### src/rtl/byte_ring_fifo_with_snapshot_macros.svh
// ----------------------------------------------------------------------------
// Assertion macros
// Shared concurrent assertion forms for the byte ring FIFO.
// ----------------------------------------------------------------------------
`ifndef BYTE_RING_FIFO_WITH_SNAPSHOT_MACROS_SVH
`define BYTE_RING_FIFO_WITH_SNAPSHOT_MACROS_SVH

// same-cycle implication
`define BRF_ASSERT_IMPL(lbl, clk, rst, ante, cons, msg) \
  lbl: assert property (@(posedge clk) disable iff (rst) (ante) |-> (cons)) else $error(msg);

// next-cycle implication
`define BRF_ASSERT_NEXT(lbl, clk, rst, ante, cons, msg) \
  lbl: assert property (@(posedge clk) disable iff (rst) (ante) |=> (cons)) else $error(msg);

`endif

### src/rtl/brf_pkg.sv
// ----------------------------------------------------------------------------
// brf_pkg
// Types and constants for the byte ring FIFO with pointer snapshot.
// ----------------------------------------------------------------------------
package brf_pkg;

  localparam int BYTE_W  = 8;
  localparam int LEVEL_W = 11;
  localparam int ACT_W   = 2;

  localparam logic [ACT_W-1:0] ACT_WRITE   = 2'd0;
  localparam logic [ACT_W-1:0] ACT_READ    = 2'd1;
  localparam logic [ACT_W-1:0] ACT_SAVE    = 2'd2;
  localparam logic [ACT_W-1:0] ACT_RESTORE = 2'd3;

  typedef struct packed {
    logic [ACT_W-1:0]  action;
    logic [BYTE_W-1:0] write_byte;
    logic              burst_end;
  } item_t;

  typedef struct packed {
    logic [BYTE_W-1:0]  read_byte;
    logic               accepted;
    logic [LEVEL_W-1:0] fill_level;
    logic               is_full;
    logic               is_empty;
    logic               last;
  } result_t;

  // result fields known at access time; the byte follows from memory
  typedef struct packed {
    logic               rd_taken;
    logic               accepted;
    logic [LEVEL_W-1:0] fill_level;
    logic               is_full;
    logic               is_empty;
    logic               last;
  } meta_t;

endpackage

### src/rtl/brf_ctrl.sv
// ----------------------------------------------------------------------------
// brf_ctrl
// Pointer, level and snapshot state; decodes one transaction per cycle.
// ----------------------------------------------------------------------------
`include "byte_ring_fifo_with_snapshot_macros.svh"

module brf_ctrl
  import brf_pkg::*;
#(
  parameter int DEPTH = 1024,
  parameter int PTR_W = 10
) (
  input  logic               clk,
  input  logic               rst,
  input  logic               cfg_we,
  input  logic [LEVEL_W-1:0] cfg_data,
  input  logic               item_fire,
  input  item_t              item,
  output logic               mem_en,
  output logic               mem_we,
  output logic [PTR_W-1:0]   mem_addr,
  output logic [BYTE_W-1:0]  mem_wdata,
  output meta_t              meta
);

  localparam int CMP_W = ((PTR_W > LEVEL_W) ? PTR_W : LEVEL_W) + 1;
  localparam logic [LEVEL_W-1:0] RESET_LEN =
    LEVEL_W'((DEPTH < 1024) ? DEPTH : 1024);

  logic [LEVEL_W-1:0] len, len_next;
  logic [PTR_W-1:0]   wr_ptr, rd_ptr, wr_ptr_next, rd_ptr_next;
  logic [LEVEL_W-1:0] level, level_next, level_inc;
  logic               full, full_next;
  logic [PTR_W-1:0]   sv_wr_ptr, sv_rd_ptr;
  logic [LEVEL_W-1:0] sv_level;
  logic               sv_full, sv_valid;
  logic [CMP_W-1:0]   wr_inc, rd_inc;
  logic               ok;

  always_comb begin
    if (cfg_data == '0) begin
      len_next = LEVEL_W'(1);
    end else if (32'(cfg_data) > DEPTH) begin
      len_next = LEVEL_W'(DEPTH);
    end else begin
      len_next = cfg_data;
    end
  end

  assign level_inc = level + 1'b1;
  assign wr_inc    = CMP_W'(wr_ptr) + 1'b1;
  assign rd_inc    = CMP_W'(rd_ptr) + 1'b1;

  always_comb begin
    wr_ptr_next = wr_ptr;
    rd_ptr_next = rd_ptr;
    level_next  = level;
    full_next   = full;
    ok          = 1'b0;
    mem_en      = 1'b0;
    mem_we      = 1'b0;
    mem_addr    = wr_ptr;
    unique case (item.action)
      ACT_WRITE: begin
        if (level < len) begin
          ok          = 1'b1;
          mem_en      = item_fire;
          mem_we      = 1'b1;
          wr_ptr_next = (wr_inc >= CMP_W'(len)) ? '0 : wr_inc[PTR_W-1:0];
          level_next  = level_inc;
          full_next   = (level_inc >= len);
        end
      end
      ACT_READ: begin
        mem_addr = rd_ptr;
        if (level != '0) begin
          ok          = 1'b1;
          mem_en      = item_fire;
          rd_ptr_next = (rd_inc >= CMP_W'(len)) ? '0 : rd_inc[PTR_W-1:0];
          level_next  = level - 1'b1;
          full_next   = 1'b0;
        end
      end
      ACT_SAVE: begin
        ok = 1'b1;
      end
      ACT_RESTORE: begin
        if (sv_valid) begin
          ok          = 1'b1;
          wr_ptr_next = sv_wr_ptr;
          rd_ptr_next = sv_rd_ptr;
          level_next  = sv_level;
          full_next   = sv_full;
        end
      end
      default: ;
    endcase
  end

  assign mem_wdata       = item.write_byte;
  assign meta.rd_taken   = ok && (item.action == ACT_READ);
  assign meta.accepted   = ok;
  assign meta.fill_level = level_next;
  assign meta.is_full    = full_next;
  assign meta.is_empty   = (level_next == '0);
  assign meta.last       = item.burst_end;

  always_ff @(posedge clk) begin
    if (rst) begin
      len       <= RESET_LEN;
      wr_ptr    <= '0;
      rd_ptr    <= '0;
      level     <= '0;
      full      <= 1'b0;
      sv_wr_ptr <= '0;
      sv_rd_ptr <= '0;
      sv_level  <= '0;
      sv_full   <= 1'b0;
      sv_valid  <= 1'b0;
    end else if (cfg_we) begin
      len      <= len_next;
      wr_ptr   <= '0;
      rd_ptr   <= '0;
      level    <= '0;
      full     <= 1'b0;
      sv_valid <= 1'b0;
    end else if (item_fire) begin
      wr_ptr <= wr_ptr_next;
      rd_ptr <= rd_ptr_next;
      level  <= level_next;
      full   <= full_next;
      if (item.action == ACT_SAVE) begin
        sv_wr_ptr <= wr_ptr;
        sv_rd_ptr <= rd_ptr;
        sv_level  <= level;
        sv_full   <= full;
        sv_valid  <= 1'b1;
      end
    end
  end

  `BRF_ASSERT_IMPL(a_level_bound, clk, rst, 1'b1, level <= len, "level above ring length")
  `BRF_ASSERT_IMPL(a_full_match, clk, rst, 1'b1, full == (level == len), "full flag mismatch")
  `BRF_ASSERT_IMPL(a_ptr_bound, clk, rst, 1'b1,
    (CMP_W'(wr_ptr) < CMP_W'(len)) && (CMP_W'(rd_ptr) < CMP_W'(len)), "pointer out of ring")
  `BRF_ASSERT_NEXT(a_write_level, clk, rst,
    item_fire && !cfg_we && mem_en && mem_we, level == $past(level_inc), "write level step")
  `BRF_ASSERT_IMPL(a_ram_access, clk, rst, mem_en, item_fire && ok, "stray memory access")

endmodule
### config.mk
export PLATFORM = sky130hd
export DESIGN_NAME = brf_ctrl
export DESIGN_NICKNAME = d
export VERILOG_FILES = /design/src/rtl/brf_pkg.sv /design/src/rtl/brf_ctrl.sv
export VERILOG_INCLUDE_DIRS = /design/src /design/src/rtl
export SDC_FILE = /design/constraint.sdc
export NUM_CORES = 1
export LEC_CHECK = 0
export BUFFER_PORTS_ARGS = -buffer_cell sky130_fd_sc_hd__buf_2
export CORE_AREA = 2 2 114 116
export DETAILED_ROUTE_END_ITERATION = 8
export DIE_AREA = 0 0 116 118
export SKIP_LAST_GASP = 1
export SLEW_MARGIN = 15
export SYNTH_ARGS = -nofsm -noshare
export SYNTH_HDL_FRONTEND = slang
export SYNTH_SLANG_ARGS = --single-unit
### constraint.sdc
create_clock -name clk -period 4.2 [get_ports clk]
set_clock_uncertainty 0.1 [all_clocks]
set_input_delay 0.42 -clock clk [delete_from_list [all_inputs] [get_ports clk]]
set_output_delay 0.42 -clock clk [all_outputs]
set_load 0.01 [all_outputs]
==> metrics.txt, run 1 <==
# TYPE chip_impl_metric gauge
chip_impl_metric{name="detailroute.via_count",unit=""} 5450
chip_impl_metric{name="final-max-slew-violation-count",unit=""} 0
chip_impl_info{name="critical-path-slowest-cell",value="dfxtp_1"} 1
chip_impl_metric{name="critical_path_required",unit="ns"} 3.68
chip_impl_info{name="timing.rr.end",value="rd_ptr[0]"} 1
chip_impl_metric{name="core_box_area",unit="sq um"} 12400
chip_impl_metric{name="globalRoute.totalOverflow",unit=""} 0
chip_impl_metric{name="cp_data_arrival_time",unit="ns"} 3.46
chip_impl_metric{name="finalHoldViolCount",unit=""} 0
chip_impl_metric{name="finalHoldWorstSlack",unit="ns"} 0.193
chip_impl_info{name="crit_type",value="flip-flop to output pin"} 1
chip_impl_metric{name="numCtsBuffers",unit=""} 9
chip_impl_info{name="timing.critical_path.from",value="level[2]"} 1
chip_impl_metric{name="count_of_yosys_warnings_during_synthesis",unit=""} 0
chip_impl_metric{name="cts.sink_count",unit=""} 76
chip_impl_metric{name="wl",unit="mm"} 17.9
chip_impl_info{name="hp-class",value="primary input to flip-flop"} 1
chip_impl_metric{name="via_count_of_the_first_global_routing_pass",unit=""} 5227
chip_impl_metric{name="ctsHtreeMaxLevel",unit=""} 3
chip_impl_info{name="rsz0062_at_grt",value="false"} 1
chip_impl_metric{name="die_height",unit="um"} 118
chip_impl_metric{name="initial_cell_density_of_the_core",unit=""} 0.446
chip_impl_metric{name="wire_length_of_the_first_global_routing_pass",unit="mm"} 28.6
chip_impl_info{name="hp-start",value="cfg_data[2]"} 1
chip_impl_info{name="cts_tree",value="built"} 1
chip_impl_metric{name="dieArea",unit="sq um"} 13700
chip_impl_metric{name="timing.final.setup_violations",unit=""} 0
chip_impl_metric{name="synth_nets",unit=""} 809
chip_impl_metric{name="drive_gt1_frac",unit=""} 0.134
chip_impl_metric{name="ir_worst_vdd",unit="uV"} 157
chip_impl_metric{name="drc_errors",unit=""} 0
chip_impl_metric{name="timing.max_cap.violations",unit=""} 0
chip_impl_metric{name="ys_seq_elements",unit=""} 76
chip_impl_info{name="crit_path_end_kind",value="output pin"} 1
chip_impl_info{name="synthFlopType",value="dfxtp_1"} 1
chip_impl_metric{name="final.period_utilization",unit=""} 0.948
chip_impl_metric{name="reg2regPathDepth",unit=""} 10
chip_impl_metric{name="part_of_the_yosys_area_used_for_sequential_elements",unit=""} 0.275
chip_impl_metric{name="timing.reg2reg.setup_slack",unit="ns"} 0.79
chip_impl_metric{name="timing.critical_path.fanout_max",unit=""} 16
chip_impl_metric{name="nNetsFinal",unit=""} 823
chip_impl_metric{name="post-route-min-period",unit="ns"} 3.98
chip_impl_metric{name="postSynth.asyncResetShare",unit=""} 0
chip_impl_metric{name="finish.cell_count_without_fillers",unit=""} 924
chip_impl_metric{name="post_synth_num_cell_types",unit=""} 69
chip_impl_metric{name="critical-path-max-stage-delay",unit="ns"} 0.68
chip_impl_metric{name="grt.total_usage",unit=""} 0.269
chip_impl_metric{name="area_growth",unit="%"} 11.1
chip_impl_info{name="timing.rr.start",value="rd_ptr[2]"} 1
chip_impl_metric{name="p_leak",unit="nW"} 2.53
chip_impl_metric{name="dp.final_hpwl",unit="mm"} 13.0
chip_impl_metric{name="clk_pin_slew_worst_paths",unit="ns"} 0.05
chip_impl_metric{name="postSynthCellCount",unit=""} 734
chip_impl_info{name="status",value="finished, final reports clean"} 1
chip_impl_metric{name="die_w",unit="um"} 116
chip_impl_metric{name="drt_iter0_drc",unit=""} 478
chip_impl_info{name="path_common_cell",value="a2111oi_4"} 1
chip_impl_metric{name="number_of_synthesized_flops_with_an_enable_pin",unit=""} 0
chip_impl_metric{name="clk_path_buf_depth",unit=""} 2
chip_impl_metric{name="tightest_pin_transition",unit="ns"} 0.940
chip_impl_metric{name="routed_via_density",unit=""} 5.90
chip_impl_metric{name="total_power",unit="mW"} 1.88
chip_impl_info{name="cts.root.buffer_cell",value="clkbuf_16"} 1
chip_impl_metric{name="timing.fmax",unit="MHz"} 251
chip_impl_metric{name="ant_nets",unit=""} 0
chip_impl_metric{name="post-place-ws",unit="ns"} 0.437
chip_impl_metric{name="cp.depth",unit=""} 11
chip_impl_info{name="final_cell_mix",value="nand2_1, dfxtp_1, a21oi_1"} 1
chip_impl_metric{name="seq_area",unit="sq um"} 1520
chip_impl_metric{name="io_pins",unit=""} 62
chip_impl_metric{name="post-place-cells",unit=""} 909
chip_impl_info{name="setup.worst_path.end",value="meta[1]"} 1
chip_impl_metric{name="power-per-cell-area",unit="nW/um^2"} 306
chip_impl_metric{name="antenna_cells_inserted",unit=""} 0
chip_impl_metric{name="timing.max_slew.rel_slack",unit=""} 0.372
chip_impl_metric{name="multi_input_area",unit="sq um"} 3660
chip_impl_metric{name="detailedRoute.firstPassIterationCount",unit=""} 5
chip_impl_metric{name="final_ws_setup",unit="ns"} 0.218
chip_impl_metric{name="synthesis.area",unit="sq um"} 5530
chip_impl_metric{name="synth_area_per_cell",unit="sq um"} 7.54
chip_impl_metric{name="critical_path.n_buffers_inverters",unit=""} 2
chip_impl_metric{name="port_buffers",unit=""} 43
chip_impl_metric{name="timing.setup.tns",unit="ns"} 0
chip_impl_metric{name="initial_antenna_violation_count",unit=""} 0
chip_impl_info{name="start_kind",value="flip-flop"} 1
chip_impl_metric{name="pin_count_of_the_biggest_net_entering_global_routing",unit=""} 41
chip_impl_metric{name="rows",unit=""} 41
chip_impl_info{name="layout_commonest_cell",value="nand2_1"} 1
chip_impl_metric{name="mean_routed_wirelength_per_cell",unit="um"} 19.3
chip_impl_metric{name="worst_skew_pair.late_latency",unit="ns"} 0.35
chip_impl_info{name="cp_top_family",value="compound AO/OA/AOI/OAI gates"} 1
chip_impl_metric{name="cts-hold-fix-buffers",unit=""} 0
chip_impl_metric{name="finalWeightedCongestion",unit=""} 0.968
chip_impl_metric{name="fillerInstances",unit=""} 1256
chip_impl_info{name="sequence_of_cells_on_the_critical_path",value="ha_1 -> a21oi_2 -> a2111oi_4 -> a2111oi_4 -> nand2_4 -> inv_4 -> a31oi_1 -> o21ai_1 -> nor4_2 -> and4b_1 -> buf_2"} 1
-- registers in the layout, summed over array words and instances (netlist names) --
register / cells
len: 11
level: 11
sv_level: 11
rd_ptr: 10
sv_rd_ptr: 10
sv_wr_ptr: 10
wr_ptr: 10
full: 1
sv_full: 1
sv_valid: 1
-- through the flow --
stage          cell area (sq um)   util
2_1_floorplan               5530      -
3_3_place_gp                5830  0.470
3_5_place_dp                5830  0.470
4_1_cts                     6130  0.493
5_1_grt                     6140  0.495
6_report                    6140  0.495
-- final cells by class --
cell class	count	area share
clock buffer	11	0.0395
multi-input combinational	574	0.595
tap	172	0.0350
sequential	76	0.248
clock inverter	4	0.00814
timing repair buffer	63	0.0595
inverter	24	0.0151
-- repair_timing --
action / in CTS / in global routing
endpoints found under the hold margin: 0 / 0
gates resized for setup: 0 / 2
setup endpoints to repair: 0 / 1
setup buffers: 0 / 0
-- cells in the mapped netlist (3+ instances only) --
cell type,count,area share
a2111oi_4,3,0.015
nor2_1,44,0.030
nor3_1,7,0.0063
nor4_1,8,0.0090
mux2i_1,9,0.016
nand3_1,28,0.025
buf_2,9,0.0081
ha_1,49,0.11
nand4_1,6,0.0068
xor2_1,10,0.016
nand2b_1,13,0.015
a21oi_1,59,0.053
nor2b_1,7,0.0079
a211oi_1,6,0.0081
nand3b_1,6,0.0081
dfxtp_1,76,0.27
nand2_1,148,0.10
a221oi_1,7,0.011
o21ai_0,40,0.036
a31oi_1,14,0.016
inv_1,22,0.015
a2bb2oi_1,3,0.0047
a21o_1,9,0.012
nor3_2,3,0.0054
o21a_1,8,0.011
clkbuf_1,36,0.024
o22ai_1,3,0.0034
xnor2_1,17,0.027
buf_4,13,0.018
nor3b_1,5,0.0068
and4_1,3,0.0047
and3_1,10,0.011
o21ai_1,6,0.0054
-- kinds of logic (layout without fill, tap and decap cells) --
group | after synthesis | after routing | synth area share
AOI/OAI and AO/OA | 188 | 188 | 0.230
xor gates and xnor gates | 27 | 27 | 0.0427
adders and majority gates | 49 | 49 | 0.111
buffers and inverters | 84 | 102 | 0.0683
DFF | 76 | 76 | 0.275
muxes | 10 | 10 | 0.0183
and+or+nand+nor | 300 | 300 | 0.255
-- where the power goes --
part	leakage, nW	switching [mW]	internal (mW)
logic	1.78	0.227	0.128
registers	0.615	0.0159	0.733
clock network	0.138	0.303	0.472
total	2.53	0.546	1.33
-- worst min-delay path: cells and delay by family --
kind	cells	cell delay, ns
AO/OA/AOI/OAI	1	0.05
AND/OR/NAND/NOR	1	0.04
buffers and inverters	1	0.09
-- routing by layer --
metal  vias up  routed length [um]  GRT usage
met5         -                   0          0
met1      2577                8310      0.382
met2       216                7690      0.393
met3        38                1200     0.0510
met4         0                 641      0.121
li1       2619                   -          -
-- worst min-delay path by stage --
stage              endpoint  cells after the start
2_1_floorplan  sv_wr_ptr[1]                      2
3_3_place_gp        sv_full                      2
3_5_place_dp    sv_level[7]                      2
4_1_cts              len[2]                      3
5_1_grt              len[6]                      3
6_report             len[2]                      3
Power figures use the tool's default switching activity.
==> run 2: changes to the inputs <==
==> constraint.sdc (replaced) <==
create_clock -name clk -period 4.6 [get_ports clk]
set_clock_uncertainty 0.1 [all_clocks]
set_input_delay 0.46 -clock clk [delete_from_list [all_inputs] [get_ports clk]]
set_output_delay 0.46 -clock clk [all_outputs]
set_load 0.01 [all_outputs]
==> run 2 against run 1 <==
Effect of this change: cell count shrank 0.43%; final area did not move; die area unchanged; critical path depth shrank 1; register-to-register slack gained 0.38 ns; largest cell class unchanged; highest routed layer unchanged.
==> metrics.txt, run 2 (synthesis results as in run 1) <==
# TYPE chip_impl_metric gauge
chip_impl_info{name="status",value="finished, final reports clean"} 1
chip_impl_metric{name="port_buffers",unit=""} 43
chip_impl_metric{name="die_height",unit="um"} 118
chip_impl_info{name="final_cell_mix",value="nand2_1, dfxtp_1, a21oi_1"} 1
chip_impl_metric{name="holdPathStages",unit=""} 3
chip_impl_metric{name="grt.total_usage",unit=""} 0.269
chip_impl_metric{name="ir_worst_vdd",unit="uV"} 146
chip_impl_metric{name="core_box_area",unit="sq um"} 12400
chip_impl_info{name="start_kind",value="flip-flop"} 1
chip_impl_metric{name="ctsHtreeMaxLevel",unit=""} 3
chip_impl_metric{name="ant_nets",unit=""} 0
chip_impl_metric{name="p_leak",unit="nW"} 2.53
chip_impl_info{name="crit_path_end_kind",value="output pin"} 1
chip_impl_info{name="hp-class",value="primary input to flip-flop"} 1
chip_impl_metric{name="finalWeightedCongestion",unit=""} 0.980
chip_impl_metric{name="finalHoldViolCount",unit=""} 0
chip_impl_metric{name="routed_via_density",unit=""} 5.83
chip_impl_info{name="cts.root.buffer_cell",value="clkbuf_16"} 1
chip_impl_metric{name="globalRoute.totalOverflow",unit=""} 0
chip_impl_metric{name="final.period_utilization",unit=""} 0.928
chip_impl_metric{name="nNetsFinal",unit=""} 818
chip_impl_metric{name="timing.final.setup_violations",unit=""} 0
chip_impl_metric{name="reg2regPathDepth",unit=""} 10
chip_impl_metric{name="post-route-min-period",unit="ns"} 4.27
chip_impl_metric{name="die_w",unit="um"} 116
chip_impl_metric{name="post-place-cells",unit=""} 904
chip_impl_metric{name="dp.final_hpwl",unit="mm"} 12.5
chip_impl_metric{name="post_route_cell_area",unit="sq um"} 6140
chip_impl_metric{name="area_growth",unit="%"} 11.1
chip_impl_metric{name="pin_count_of_the_biggest_net_entering_global_routing",unit=""} 41
chip_impl_metric{name="antenna_cells_inserted",unit=""} 0
chip_impl_metric{name="timing.max_slew.rel_slack",unit=""} 0.412
chip_impl_metric{name="numCtsBuffers",unit=""} 9
chip_impl_info{name="reg.largest.list",value="len: 11 flops, level: 11 flops, sv_level: 11 flops"} 1
chip_impl_metric{name="io_pins",unit=""} 62
chip_impl_metric{name="timing.max_cap.violations",unit=""} 0
chip_impl_metric{name="tightest_pin_transition",unit="ns"} 0.882
chip_impl_metric{name="clk_path_buf_depth",unit=""} 2
chip_impl_info{name="layout_commonest_cell",value="nand2_1"} 1
chip_impl_metric{name="initial_antenna_violation_count",unit=""} 0
chip_impl_info{name="cts_tree",value="built"} 1
chip_impl_metric{name="drt_iter0_drc",unit=""} 535
chip_impl_metric{name="initial_cell_density_of_the_core",unit=""} 0.446
chip_impl_metric{name="power-per-cell-area",unit="nW/um^2"} 299
chip_impl_metric{name="via_count_of_the_first_global_routing_pass",unit=""} 4967
chip_impl_metric{name="timing.fmax",unit="MHz"} 234
chip_impl_metric{name="drc_errors",unit=""} 0
chip_impl_metric{name="cts-hold-fix-buffers",unit=""} 0
chip_impl_metric{name="drive_gt1_frac",unit=""} 0.130
chip_impl_metric{name="worst_skew_pair.late_latency",unit="ns"} 0.34
chip_impl_metric{name="wl",unit="mm"} 17.7
chip_impl_metric{name="clk_pin_slew_worst_paths",unit="ns"} 0.06
chip_impl_info{name="rsz0062_at_grt",value="false"} 1
chip_impl_info{name="crit_type",value="flip-flop to output pin"} 1
chip_impl_metric{name="detailedRoute.firstPassIterationCount",unit=""} 5
chip_impl_metric{name="wire_length_of_the_first_global_routing_pass",unit="mm"} 28.3
chip_impl_metric{name="total_power",unit="mW"} 1.84
chip_impl_metric{name="cts.sink_count",unit=""} 76
chip_impl_metric{name="mean_routed_wirelength_per_cell",unit="um"} 19.3
chip_impl_metric{name="post_cts.repair.setup_buffers",unit=""} 0
chip_impl_metric{name="dieArea",unit="sq um"} 13700
chip_impl_metric{name="detailroute.via_count",unit=""} 5359
chip_impl_metric{name="finalHoldWorstSlack",unit="ns"} 0.237
chip_impl_metric{name="timing.setup.tns",unit="ns"} 0
chip_impl_metric{name="final-max-slew-violation-count",unit=""} 0
chip_impl_metric{name="critical_path_required",unit="ns"} 4.04
chip_impl_metric{name="finish.cell_count_without_fillers",unit=""} 920
chip_impl_metric{name="timing.critical_path.fanout_max",unit=""} 14
chip_impl_metric{name="rows",unit=""} 41
chip_impl_metric{name="cp_data_arrival_time",unit="ns"} 3.71
chip_impl_metric{name="post_cts_resize_count",unit=""} 0
chip_impl_metric{name="detailed_place.area",unit="sq um"} 5800
## run 2: cell types whose count changed in the layout (fill, tap and decap cells not counted), sizes merged
| cell | change |
|---|---|
| buf | -5 |
| bufinv | +2 |
| clkbuf | -2 |
| clkinv | +1 |
| clkinvlp | -1 |
| inv | +1 |
## run 2: power breakdown
part           total [mW]  leakage (nW)  internal [mW]  switching [mW]
logic               0.316          1.75          0.113           0.203
clock network       0.834         0.166          0.534           0.301
registers           0.686         0.615          0.669          0.0169
## run 2: area by class of cell
type	count	area, sq um
Multi-Input combinational cell	574	3640
Fill cell	1234	6270
Sequential cell	76	1520
Timing Repair Buffer	58	328
Clock inverter	7	124
Clock buffer	9	225
Tap cell	172	215
Inverter	24	92.6
## run 2: final timing paths
kind | from | end | slack (ns)
setup / recovery | level[4] | meta[1] | 0.33
hold / removal | cfg_data[2] | len[2] | 0.24
setup reg to reg | rd_ptr[2] | rd_ptr[0] | 1.17
hold reg to reg | sv_rd_ptr[5] | sv_rd_ptr[5] | 0.36
## run 2: stage by stage
step	utilization	worst slack (ns)
detailed placement	0.467	0.724
global route	0.495	0.0796
CTS	0.495	0.335
floorplan	-	1.45
finish	0.495	0.332
global placement	0.467	0.852
## run 2: per-layer routing
metal	global-route usage	wire length, um
met1	0.386	8230
met2	0.402	7810
met3	0.0474	1310
met4	0.0923	384
met5	0	0
## run 2: worst max-delay path: stages (launching register included)
cell	delay, ns
dfxtp_1	0.73
ha_1	0.37
a21oi_1	0.15
o21ai_1	0.17
a2111oi_4	0.76
nand2_4	0.15
nand4_1	0.15
nand3_1	0.12
nor4_1	0.38
and4b_1	0.25
buf_2	0.13
==> run 3: changes to the inputs <==
--- a/config.mk
+++ b/config.mk
@@ -6,10 +6,11 @@
 export SDC_FILE = /design/constraint.sdc
 export NUM_CORES = 1
 export LEC_CHECK = 0
+export ABC_AREA = 1
 export BUFFER_PORTS_ARGS = -buffer_cell sky130_fd_sc_hd__buf_2
-export CORE_AREA = 2 2 114 116
+export CORE_AREA = 2 2 117 119
 export DETAILED_ROUTE_END_ITERATION = 8
-export DIE_AREA = 0 0 116 118
+export DIE_AREA = 0 0 119 121
 export SKIP_LAST_GASP = 1
 export SLEW_MARGIN = 15
 export SYNTH_ARGS = -nofsm -noshare
==> run 3 against run 2 <==
Effect of this change: power grew 1.7%; sequential share of layout area shrank 0.71 points; largest cell class unchanged; first-iteration DRC count shrank 23%; highest routed layer unchanged.
==> metrics.txt, run 3 <==
# TYPE chip_impl_metric gauge
chip_impl_info{name="rsz0062_at_grt",value="false"} 1
chip_impl_info{name="yosysTopAreaCell",value="dfxtp_1"} 1
chip_impl_info{name="ys_top_cells_by_area",value="dfxtp_1, nand2_1, ha_1"} 1
chip_impl_metric{name="timing.fmax",unit="MHz"} 280
chip_impl_metric{name="synth_area_per_cell",unit="sq um"} 6.53
chip_impl_metric{name="grt.total_usage",unit=""} 0.247
chip_impl_metric{name="post_synth_num_cell_types",unit=""} 42
chip_impl_metric{name="grt_use_met3",unit=""} 0.0371
chip_impl_metric{name="ir_worst_vdd",unit="uV"} 235
chip_impl_info{name="layout_commonest_cell",value="nand2_1"} 1
chip_impl_metric{name="cts.sink_count",unit=""} 76
chip_impl_metric{name="part_of_the_yosys_area_used_for_sequential_elements",unit=""} 0.264
chip_impl_metric{name="cp_data_arrival_time",unit="ns"} 3.01
chip_impl_metric{name="met1_usage",unit=""} 0.316
chip_impl_metric{name="timing.max_slew.rel_slack",unit=""} 0.439
chip_impl_metric{name="synthesis.area",unit="sq um"} 5770
chip_impl_metric{name="mean_routed_wirelength_per_cell",unit="um"} 15.8
chip_impl_metric{name="critical_path_required",unit="ns"} 4.04
chip_impl_metric{name="postSynth.asyncResetShare",unit=""} 0
chip_impl_info{name="hp-class",value="primary input to flip-flop"} 1
chip_impl_info{name="reg.largest.list",value="len: 11 flops, level: 11 flops, sv_level: 11 flops"} 1
chip_impl_metric{name="postSynthCellCount",unit=""} 883
chip_impl_metric{name="power-per-cell-area",unit="nW/um^2"} 295
chip_impl_metric{name="synth_nets",unit=""} 958
chip_impl_info{name="final_cell_mix",value="nand2_1, inv_1, o21ai_0"} 1
chip_impl_metric{name="final.period_utilization",unit=""} 0.776
chip_impl_info{name="synthFlopType",value="dfxtp_1"} 1
chip_impl_metric{name="io_pins",unit=""} 62
chip_impl_metric{name="fillerInstances",unit=""} 1382
chip_impl_metric{name="gr_util_met2",unit=""} 0.407
chip_impl_metric{name="pin_count_of_the_biggest_net_entering_global_routing",unit=""} 43
chip_impl_metric{name="drive_gt1_frac",unit=""} 0.123
chip_impl_metric{name="detailed_place.area",unit="sq um"} 6020
chip_impl_metric{name="post_cts.repair.setup_buffers",unit=""} 0
chip_impl_info{name="synth_common_cells",value="nand2_1, inv_1, o21ai_0"} 1
chip_impl_info{name="start_kind",value="flip-flop"} 1
chip_impl_metric{name="number_of_synthesized_flops_with_an_enable_pin",unit=""} 0
chip_impl_metric{name="drt_iter0_drc",unit=""} 410
chip_impl_metric{name="timing.max_cap.violations",unit=""} 0
chip_impl_metric{name="p_leak",unit="nW"} 3.19
chip_impl_metric{name="clk_pin_slew_worst_paths",unit="ns"} 0.06
chip_impl_metric{name="count_of_yosys_warnings_during_synthesis",unit=""} 0
chip_impl_info{name="cts_tree",value="built"} 1
chip_impl_metric{name="die_height",unit="um"} 121
chip_impl_metric{name="detailroute.via_count",unit=""} 5778
chip_impl_metric{name="initial_antenna_violation_count",unit=""} 0
chip_impl_metric{name="ys_seq_elements",unit=""} 76
chip_impl_metric{name="detailedRoute.firstPassIterationCount",unit=""} 7
chip_impl_metric{name="finalHoldViolCount",unit=""} 0
chip_impl_metric{name="ant_nets",unit=""} 0
chip_impl_metric{name="rows",unit=""} 42
chip_impl_metric{name="antenna_cells_inserted",unit=""} 0
chip_impl_metric{name="finalWeightedCongestion",unit=""} 0.929
chip_impl_info{name="crit_type",value="flip-flop to output pin"} 1
chip_impl_metric{name="nNetsFinal",unit=""} 977
chip_impl_metric{name="timing.setup.tns",unit="ns"} 0
chip_impl_metric{name="timing.critical_path.fanout_max",unit=""} 8
chip_impl_info{name="status",value="finished, final reports clean"} 1
chip_impl_metric{name="die_w",unit="um"} 119
chip_impl_metric{name="post_cts_resize_count",unit=""} 0
chip_impl_metric{name="dp.final_hpwl",unit="mm"} 12.6
chip_impl_metric{name="post_route_cell_area",unit="sq um"} 6330
chip_impl_metric{name="drc_errors",unit=""} 0
chip_impl_metric{name="tightest_pin_transition",unit="ns"} 0.841
chip_impl_metric{name="area_growth",unit="%"} 9.67
chip_impl_metric{name="clk_path_buf_depth",unit=""} 2
chip_impl_metric{name="core_box_area",unit="sq um"} 13100
chip_impl_info{name="crit_path_end_kind",value="output pin"} 1
chip_impl_metric{name="final-max-slew-violation-count",unit=""} 0
chip_impl_metric{name="post-route-min-period",unit="ns"} 3.57
chip_impl_metric{name="routed_via_density",unit=""} 5.34
chip_impl_metric{name="wl",unit="mm"} 17.1
chip_impl_metric{name="numCtsBuffers",unit=""} 9
chip_impl_metric{name="timing.final.setup_violations",unit=""} 0
chip_impl_metric{name="port_buffers",unit=""} 43
chip_impl_metric{name="wire_length_of_the_first_global_routing_pass",unit="mm"} 27.9
chip_impl_metric{name="globalRoute.totalOverflow",unit=""} 0
chip_impl_metric{name="initial_cell_density_of_the_core",unit=""} 0.441
chip_impl_metric{name="ctsHtreeMaxLevel",unit=""} 3
chip_impl_info{name="grt-busiest-layer",value="met2"} 1
chip_impl_metric{name="via_count_of_the_first_global_routing_pass",unit=""} 5439
chip_impl_info{name="yosys.cell_count.top_type",value="nand2_1"} 1
chip_impl_metric{name="yosys.area.top_type_share",unit=""} 0.264
chip_impl_metric{name="dieArea",unit="sq um"} 14400
chip_impl_metric{name="cts-hold-fix-buffers",unit=""} 0
chip_impl_info{name="cts.root.buffer_cell",value="clkbuf_16"} 1
chip_impl_metric{name="worst_skew_pair.late_latency",unit="ns"} 0.35
run 3: cell count changes after synthesis, sizes merged, moves of 21 or more:
cell	change
clkbuf	-21
nand2	+29
nand3	+33
a21oi	+26
inv	+105
nor2	+38
o21ai	+56
run 3: worst max-delay path, cell delays in order (launching register included):
cell and delay (ns):
dfxtp_1 0.53, ha_1 0.28, nand2_1 0.12, nor2_2 0.24, nand4_1 0.11, nand2_1 0.12, inv_1 0.05, ha_1 0.29
inv_1 0.06, nor2_1 0.06, nand3_1 0.09, o211ai_1 0.09, nand3b_1 0.17, a21boi_0 0.22, nand2_1 0.10, buf_2 0.15
run 3: final timing paths:
check	start	endpoint	slack, ns	cells after the start
min reg2reg	sv_wr_ptr[8]	sv_wr_ptr[8]	0.36	2
max reg2reg	wr_ptr[0]	wr_ptr[1]	1.44	14
min	cfg_data[1]	len[1]	0.27	3
max	level[0]	meta[2]	1.03	15
run 3: cells by family (layout without fill, tap and decap cells):
group | after synthesis | in the layout | synth area share
adder cells (fa/ha/maj) | 49 | 49 | 0.106
AND/OR/NAND/NOR | 359 | 359 | 0.284
flip-flops | 76 | 76 | 0.264
buffers and inverters | 171 | 194 | 0.126
XOR/XNOR | 15 | 15 | 0.0228
AO/OA/AOI/OAI | 213 | 213 | 0.197
run 3: metal layers:
layer | wire, um | up-vias
met5 | 0 | -
met4 | 566 | 0
met3 | 831 | 37
met2 | 7840 | 157
met1 | 7880 | 2631
li1 | - | 2953
run 3: cell type report:
cell class	count	area (sq um)	area share
Sequential cell	76	1520	0.240
Clock buffer	10	229	0.0362
Tap cell	176	220	0.0348
Clock inverter	5	77.6	0.0123
Timing Repair Buffer	50	268	0.0423
Inverter	129	484	0.0765
Multi-Input combinational cell	636	3530	0.557
run 3: metrics by stage:
stage                     hold WS (ns)  utilization  std cells  worst slack, ns  power (mW)
after global placement           0.346        0.460       1067             1.48        1.11
after detailed placement         0.343        0.460       1067             1.40        1.11
final                            0.272        0.484       1082             1.03        1.87
after CTS                        0.266        0.484       1082             1.01        1.88
after global routing             0.304        0.484       1082            0.825        1.96
after floorplan                  0.325            -        883             1.80        1.01
run 3: power by group:
part           internal [mW]  leakage [nW]  switching (mW)
logic                  0.129          2.42           0.265
clock network          0.470         0.148           0.296
registers              0.682         0.618          0.0259
